$ cat src/rtl/round_robin_schedule_evaluator_macros.svh
// Assertion macros for the round robin schedule evaluator.
`ifndef ROUND_ROBIN_SCHEDULE_EVALUATOR_MACROS_SVH
`define ROUND_ROBIN_SCHEDULE_EVALUATOR_MACROS_SVH
// Implication checked on every clock edge outside reset.
`define RRS_ASSERT_IMP(lbl, ante, cons) \
    lbl: assert property (@(posedge i_clk) disable iff (!i_rst_n) (ante) |-> (cons)) \
        else $error("lbl failed");
// Next-cycle implication checked outside reset.
`define RRS_ASSERT_NXT(lbl, ante, cons) \
    lbl: assert property (@(posedge i_clk) disable iff (!i_rst_n) (ante) |=> (cons)) \
        else $error("lbl failed");
`endif

$ cat src/rtl/rrse_pkg.sv
// Package: sizes and types of the round robin schedule evaluator.
package rrse_pkg;
    localparam int MAX_PROCS = 16;
    localparam int IW = $clog2(MAX_PROCS);
    localparam int CW = $clog2(MAX_PROCS + 1);
    localparam logic [15:0] QUANTUM_RESET = 16'd4;
    typedef logic [IW-1:0] t_idx;
    typedef logic [CW-1:0] t_cnt;
endpackage

$ cat src/rtl/round_robin_schedule_evaluator.sv
// Top level: round robin scheduling evaluator with load, sort, simulate and emit phases.
//
// Channel  | Dir | Handshake                 | Payload
// s_axis   | in  | s_axis_tvalid/tready      | tdata {burst,arrival}, tlast last_process
// cfg      | in  | i_cfg_valid/o_cfg_ready   | quantum (16 bit)
// m_axis   | out | m_axis_tvalid/tready      | tdata {wait,tat,burst,arrival,number}, tlast
//
// Loading takes one cycle per process. The closing item starts a bubble sort
// of n*(n-1)/2 compare steps, then a simulation whose every turn is a pop, a
// slice, an n-process scan and a requeue, with an idle scan when the queue runs
// dry, then one result per cycle while not stalled. Reset is synchronous, active
// low, and clears control state only. The input is not ready from the closing
// item until the last result is taken.
`include "round_robin_schedule_evaluator_macros.svh"
module round_robin_schedule_evaluator import rrse_pkg::*; (
    input  logic         i_clk,
    input  logic         i_rst_n,
    input  logic         s_axis_tvalid,
    output logic         s_axis_tready,
    input  logic [31:0]  s_axis_tdata,   // arrival_time[15:0], burst_time[31:16]
    input  logic         s_axis_tlast,   // last_process
    input  logic         i_cfg_valid,
    output logic         o_cfg_ready,
    input  logic [15:0]  i_cfg_data,
    output logic         m_axis_tvalid,
    input  logic         m_axis_tready,
    output logic [103:0] m_axis_tdata,   // process_number[4:0], arrival[20:5],
                                         // burst[36:21], turnaround[68:37],
                                         // waiting[100:69], zero fill
    output logic         m_axis_tlast    // last_result
);
    typedef enum logic [2:0] {
        S_LOAD, S_SORT, S_START, S_POP, S_SCAN, S_AFTER, S_IDLE_SCAN, S_EMIT
    } t_state;

    t_state r_state;
    logic [15:0] r_quantum;
    logic [15:0] r_arr [MAX_PROCS];
    logic [15:0] r_bur [MAX_PROCS];
    logic [15:0] r_rem [MAX_PROCS];
    logic [31:0] r_tat [MAX_PROCS];
    t_idx        r_num [MAX_PROCS];
    t_idx        r_ring [MAX_PROCS];
    logic [MAX_PROCS-1:0] r_queued;
    t_idx r_head;
    t_cnt r_count;
    t_cnt r_loaded;
    logic [31:0] r_time;
    t_idx r_i;       // scan / sort position
    t_cnt r_pass;    // sort pass
    t_idx r_cur;     // process in the current turn
    logic r_out_valid;

    logic [15:0] q_eff;
    logic [15:0] run_len;
    t_idx tail;
    assign q_eff   = (r_quantum == 16'd0) ? 16'd1 : r_quantum;
    assign run_len = (r_rem[r_cur] < q_eff) ? r_rem[r_cur] : q_eff;
    assign tail    = t_idx'(r_head + r_count[IW-1:0]);

    assign s_axis_tready = (r_state == S_LOAD);
    assign o_cfg_ready   = i_rst_n;
    assign m_axis_tvalid = r_out_valid;

    always_ff @(posedge i_clk) begin
        if (!i_rst_n) begin
            r_state <= S_LOAD;
            r_quantum <= QUANTUM_RESET;
            r_queued <= '0;
            r_head <= '0;
            r_count <= '0;
            r_loaded <= '0;
            r_time <= '0;
            r_i <= '0;
            r_pass <= '0;
            r_out_valid <= 1'b0;
        end else begin
            if (i_cfg_valid) r_quantum <= i_cfg_data;
            unique case (r_state)
                S_LOAD: begin
                    if (s_axis_tvalid) begin
                        if (r_loaded < t_cnt'(MAX_PROCS)) begin
                            r_arr[r_loaded[IW-1:0]] <= s_axis_tdata[15:0];
                            r_bur[r_loaded[IW-1:0]] <= s_axis_tdata[31:16];
                            r_rem[r_loaded[IW-1:0]] <= s_axis_tdata[31:16];
                            r_tat[r_loaded[IW-1:0]] <= '0;
                            r_num[r_loaded[IW-1:0]] <= r_loaded[IW-1:0];
                            r_loaded <= t_cnt'(r_loaded + 1'b1);
                        end
                        if (s_axis_tlast) begin
                            r_state <= S_SORT;
                            r_i <= '0;
                            r_pass <= '0;
                        end
                    end
                end
                S_SORT: begin
                    // one compare-and-swap per cycle
                    if (t_cnt'(r_pass + 1'b1) >= r_loaded) begin
                        r_state <= S_START;
                    end else if (t_cnt'({1'b0, r_i} + 1'b1) >= t_cnt'(r_loaded - r_pass)) begin
                        r_i <= '0;
                        r_pass <= t_cnt'(r_pass + 1'b1);
                    end else begin
                        if (r_arr[r_i] > r_arr[t_idx'(r_i + 1'b1)]) begin
                            r_arr[r_i] <= r_arr[t_idx'(r_i + 1'b1)];
                            r_arr[t_idx'(r_i + 1'b1)] <= r_arr[r_i];
                            r_bur[r_i] <= r_bur[t_idx'(r_i + 1'b1)];
                            r_bur[t_idx'(r_i + 1'b1)] <= r_bur[r_i];
                            r_rem[r_i] <= r_rem[t_idx'(r_i + 1'b1)];
                            r_rem[t_idx'(r_i + 1'b1)] <= r_rem[r_i];
                            r_num[r_i] <= r_num[t_idx'(r_i + 1'b1)];
                            r_num[t_idx'(r_i + 1'b1)] <= r_num[r_i];
                        end
                        r_i <= t_idx'(r_i + 1'b1);
                    end
                end
                S_START: begin
                    r_time <= {16'd0, r_arr[0]};
                    r_ring[r_head] <= '0;
                    r_queued[0] <= 1'b1;
                    r_count <= t_cnt'(1);
                    r_state <= S_POP;
                end
                S_POP: begin
                    if (r_count == '0) begin
                        r_state <= S_EMIT;
                        r_i <= '0;
                        r_out_valid <= 1'b1;
                    end else begin
                        r_cur <= r_ring[r_head];
                        r_queued[r_ring[r_head]] <= 1'b0;
                        r_head <= t_idx'(r_head + 1'b1);
                        r_count <= t_cnt'(r_count - 1'b1);
                        r_state <= S_SCAN;
                        r_i <= '0;
                    end
                end
                S_SCAN: begin
                    // apply the slice; the arrival scan follows
                    r_state <= S_AFTER;
                    r_rem[r_cur] <= 16'(r_rem[r_cur] - run_len);
                    r_time <= r_time + {16'd0, run_len};
                end
                S_AFTER: begin
                    if (r_i != r_cur && r_rem[r_i] != 16'd0 &&
                        {16'd0, r_arr[r_i]} <= r_time && !r_queued[r_i] &&
                        t_cnt'({1'b0, r_i}) < r_loaded) begin
                        r_ring[tail] <= r_i;
                        r_queued[r_i] <= 1'b1;
                        r_count <= t_cnt'(r_count + 1'b1);
                    end
                    if (t_cnt'({1'b0, r_i} + 1'b1) >= r_loaded) begin
                        r_state <= S_IDLE_SCAN;
                        r_i <= '0;
                    end else begin
                        r_i <= t_idx'(r_i + 1'b1);
                    end
                end
                S_IDLE_SCAN: begin
                    // re-queue or retire the current process, then jump if idle
                    if (r_i == '0 && r_pass != t_cnt'(MAX_PROCS)) begin
                        if (r_rem[r_cur] != 16'd0) begin
                            r_ring[tail] <= r_cur;
                            r_queued[r_cur] <= 1'b1;
                            r_count <= t_cnt'(r_count + 1'b1);
                            r_state <= S_POP;
                        end else begin
                            r_tat[r_cur] <= r_time - {16'd0, r_arr[r_cur]};
                            if (r_count != '0) r_state <= S_POP;
                            else r_pass <= t_cnt'(MAX_PROCS);
                        end
                    end else if (r_rem[r_i] != 16'd0) begin
                        if ({16'd0, r_arr[r_i]} > r_time) r_time <= {16'd0, r_arr[r_i]};
                        r_ring[tail] <= r_i;
                        r_queued[r_i] <= 1'b1;
                        r_count <= t_cnt'(r_count + 1'b1);
                        r_pass <= '0;
                        r_i <= '0;
                        r_state <= S_POP;
                    end else if (t_cnt'({1'b0, r_i} + 1'b1) >= r_loaded) begin
                        r_pass <= '0;
                        r_i <= '0;
                        r_state <= S_POP;
                    end else begin
                        r_i <= t_idx'(r_i + 1'b1);
                    end
                end
                S_EMIT: begin
                    if (m_axis_tready) begin
                        if (t_cnt'({1'b0, r_i} + 1'b1) >= r_loaded) begin
                            r_out_valid <= 1'b0;
                            r_state <= S_LOAD;
                            r_loaded <= '0;
                            r_queued <= '0;
                            r_head <= '0;
                            r_count <= '0;
                            r_time <= '0;
                            r_i <= '0;
                        end else begin
                            r_i <= t_idx'(r_i + 1'b1);
                        end
                    end
                end
                default: r_state <= S_LOAD;
            endcase
        end
    end

    logic [31:0] wait_v;
    assign wait_v = r_tat[r_i] - {16'd0, r_bur[r_i]};
    assign m_axis_tdata = {3'd0, wait_v, r_tat[r_i], r_bur[r_i], r_arr[r_i],
                           5'({1'b0, r_num[r_i]} + 1'b1)};
    assign m_axis_tlast = (t_cnt'({1'b0, r_i} + 1'b1) >= r_loaded);

    `RRS_ASSERT_IMP(a_ready_only_load, s_axis_tready, r_state == S_LOAD)
    `RRS_ASSERT_IMP(a_out_only_emit, m_axis_tvalid, r_state == S_EMIT)
    `RRS_ASSERT_IMP(a_count_bound, 1'b1, r_count <= t_cnt'(MAX_PROCS))
    `RRS_ASSERT_NXT(a_hold_stall, m_axis_tvalid && !m_axis_tready, m_axis_tvalid && $stable(r_i))
endmodule

$ cat config.mk
export PLATFORM = sky130hd
export DESIGN_NAME = round_robin_schedule_evaluator
export DESIGN_NICKNAME = d
export VERILOG_FILES = /design/src/rtl/rrse_pkg.sv /design/src/rtl/round_robin_schedule_evaluator.sv
export VERILOG_INCLUDE_DIRS = /design/src /design/src/rtl
export SDC_FILE = /design/constraint.sdc
export NUM_CORES = 2
export LEC_CHECK = 0
export BUFFER_PORTS_ARGS = -buffer_cell sky130_fd_sc_hd__buf_2
export CAP_MARGIN = 5
export CORE_ASPECT_RATIO = 0.5
export CORE_MARGIN = 2
export CORE_UTILIZATION = 50
export CTS_CLUSTER_SIZE = 8
export DETAILED_ROUTE_END_ITERATION = 6
export GPL_ROUTABILITY_DRIVEN = 0
export PLACE_DENSITY = 0.7
export SLEW_MARGIN = 10
export SYNTH_ARGS = -nofsm -noshare
export SYNTH_HDL_FRONTEND = slang
export SYNTH_SLANG_ARGS = --single-unit
$ cat constraint.sdc
create_clock -name i_clk -period 14 [get_ports i_clk]
set_input_delay 0.7 -clock i_clk [delete_from_list [all_inputs] [get_ports i_clk]]
set_output_delay 0.7 -clock i_clk [all_outputs]
set_load 0.05 [all_outputs]
==> impl_metrics.ini <==
[global_routing]
antenna_found_initial = 20
overflow = 0
grt_pass1_vias = 60100
grt_max_degree = 123
grt_usage_pct = 32.1
grt_pass1_wl_mm = 407

[clock_network]
clk_pin_slew_ns = 0.05
cts_root_buf = clkbuf_16
clock_sinks = 1515
numCtsBuffers = 215
cts_resized = 0
cts_setup_buffers = 0
max-clock-path-buffers = 4
h-tree-depth = 4
hold_buffers = 0
worstSkewPairLatency_ns = 0.90
cts_tree = done

[floorplan]
die_h_um = 296
start_util_pct = 50.6
die_area_mm2 = 0.174
die_x_um = 587
core_area_mm2 = 0.168
io-pin-count = 162
fp-row-count = 106

[sta]
grt_setup_unrepaired = false
hold_viol_final = 0
fmax_mhz = 110
finalCriticalPeriod_ns = 9.06
layout_setup_ws_ns = 4.94
slew-limit-headroom_pct = 10.2
fin_tns_setup_ns = 0
fin_worst_skew_ns = 0.121
setup_violations = 0
maxSlewViolCount = 0
tightest_slew_ns = 1.34
finalCritPeriodShare_pct = 64.7

[final_layout]
area.growth.synth_to_final_pct = 10.8
fin_nets = 6623
drive_gt1_share_pct = 24.7

[routing]
drtIter0Drc = 11200
dr.pass1.iters = 7
num_vias = 62200
vias_per_cell = 7.12
drc = 15
routedWlPerCell_um = 32.3
totalWireLength_mm = 282
antenna_left = 0

[power]
p_int_mw = 8.85
powerDensity_mw_per_mm2 = 137
p_sw_mw = 4.03
peakVddDrop_mv = 0.132
switching_share_pct = 31.3
power_leakage_nw = 30.7
seqPwrFrac_pct = 40.7
p_clk_share_pct = 36.1
combPwrFrac_pct = 23.2

[worst_setup_path]
cp-end-kind = primary output
cp.required_ns = 13.30
path_max_fanout = 48
start_kind = flip-flop
crit_type = flip-flop to primary output
worst_ep_arrival_time_ns = 8.36

[synthesis]
yosysTopAreaCellShare_pct = 49.9
ys_seq_area_share_pct = 52.3
synthCells = 6420
synth_common_cells = 1412 x edfxtp_1, 800 x mux4_2, 736 x nor2_1
ys_top_cells_by_area = edfxtp_1 50%, mux4_2 21%, a21oi_1 4.1%
synth_area_leader_cell = edfxtp_1
yosys.cell_count.top_type = edfxtp_1
synth_top_flop_cell = edfxtp_1
ys_async_sr_fraction_pct = 0
ys_ff_latch = 1515
synth_area_per_cell_um2 = 13.2
ys_warn_count = 0
syn_area_mm2 = 0.0851
synth_edf_count = 1412
yosysUniqueCellTypes = 90

[outcome]
status = finished with violations
violations = design-rule violations

[flow_run]
maxCapViolations = 0

[worst_hold_path]
hold_class = input port to flip-flop

[placed_design]
place_hpwl_mm = 165
portBuffers = 158
preCtsSetupSlack_ns = 5.24
[registers in the layout, indices dropped and copies added, names as in the netlist, named ones only]
name,cells
r_tat,512
r_arr,256
r_bur,256
r_rem,256
r_num,64
r_ring,64
r_time,32
r_quantum,16
r_queued,16
r_count,5
r_loaded,5
r_pass,5
r_cur,4
r_head,4
r_i,4
r_state,3
m_axis_tvalid,1
[layout make-up]
class / instances / area (um^2)
Clock inverter: 6 / 86.3
Antenna cell: 8 / 20.0
Sequential cell: 1515 / 44500
Multi-Input combinational cell: 4170 / 38400
Fill cell: 13000 / 73800
Inverter: 167 / 629
Timing Repair Buffer: 339 / 2200
Tap cell: 2268 / 2840
Clock buffer: 261 / 5600
[worst max-delay path: stages, from the launching register on]
cell      delay (ns)
dfxtp_4         0.93
buf_4           0.92
mux4_2          0.62
mux2_2          0.27
o21ai_1         0.49
buf_4           0.34
inv_1           0.11
fa_1            0.47
nor2b_1         0.12
o21ai_0         0.10
a21boi_0        0.26
o21ai_0         0.21
a211oi_1        0.67
o21ai_0         0.41
and2_1          0.30
o311ai_0        0.70
xnor2_1         0.20
buf_2           0.29
[layout by cell type, fill, tap and decap left out, types with 18 or more instances in the layout]
| cell | instances |
|---|---|
| o31ai_4 | 18 |
| a211oi_1 | 25 |
| o21ai_1 | 52 |
| o31ai_1 | 27 |
| nand4_1 | 24 |
| clkbuf_1 | 44 |
| o21ai_0 | 322 |
| nand2_1 | 434 |
| mux4_2 | 800 |
| ha_1 | 153 |
| clkbuf_16 | 217 |
| and3_1 | 22 |
| mux2i_1 | 82 |
| nor4_1 | 23 |
| inv_1 | 165 |
| o211ai_1 | 19 |
| or3_1 | 34 |
| edfxtp_1 | 1412 |
| a21oi_1 | 692 |
| a31oi_1 | 24 |
| xnor2_1 | 60 |
| dfxtp_1 | 93 |
| nand3_1 | 45 |
| xor2_1 | 31 |
| o21a_1 | 28 |
| a22oi_1 | 37 |
| nand2b_1 | 26 |
| buf_4 | 177 |
| buf_2 | 158 |
| nor3_1 | 45 |
| mux2_2 | 107 |
| a21o_1 | 33 |
| nor2_1 | 718 |
[metal layers]
layer | vias up | track usage, % | wire length [um]
met5 | - | 0 | 112
met4 | 20 | 16.5 | 15900
met3 | 981 | 10.4 | 44700
met2 | 5504 | 47.5 | 124000
met1 | 30700 | 42.7 | 98000
li1 | 25000 | - | -
[stage by stage]
step | hold WS, ns | power, mW | std cells | util [%] | cell area, um^2
after floorplan | 0.457 | 7.29 | 6422 | - | 85100
after global placement | 0.466 | 8.13 | 8458 | 52.7 | 88500
after detailed placement | 0.493 | 8.21 | 8459 | 52.7 | 88500
after CTS | 0.0955 | 12.8 | 8726 | 56.0 | 94200
after global routing | 0.132 | 13.2 | 8727 | 56.1 | 94200
final | 0.126 | 12.9 | 8734 | 56.1 | 94200
[cells by family (layout without fill, tap and decap cells)]
kind of cell / count (synthesis) / in the layout / synth area share (%)
xor gates and xnor gates: 92 / 92 / 0.947
AOI/OAI and AO/OA: 1426 / 1426 / 9.53
buffers and inverters: 737 / 773 / 3.49
and+or+nand+nor: 1487 / 1487 / 7.43
adders and majority gates: 161 / 161 / 2.43
other: 1 / 11 / 0.00441
DFF: 1515 / 1515 / 52.3
muxes: 1001 / 1001 / 23.9
[power by group through the flow]
stage                     registers, mW  clock network [mW]  logic (mW)
after floorplan                    5.23                   0        2.06
after global placement             5.31                   0        2.83
after detailed placement           5.32                   0        2.90
after CTS                          5.23                4.66        2.92
after global routing               5.24                4.84        3.17
final                              5.24                4.65        2.99
[path summary, 6_finish.rpt]
kind            startpoint                to  slack (ns)  depth (start not counted)
max              flip-flop  m_axis_tdata[99]        4.94                         17
min          i_cfg_data[2]      r_quantum[2]        0.13                          3
max reg2reg      flip-flop      r_bur[2][14]        5.04                         15
min reg2reg      r_pass[1]         r_pass[1]        0.50                          2
Note: power is estimated with default switching activity, not from simulation.
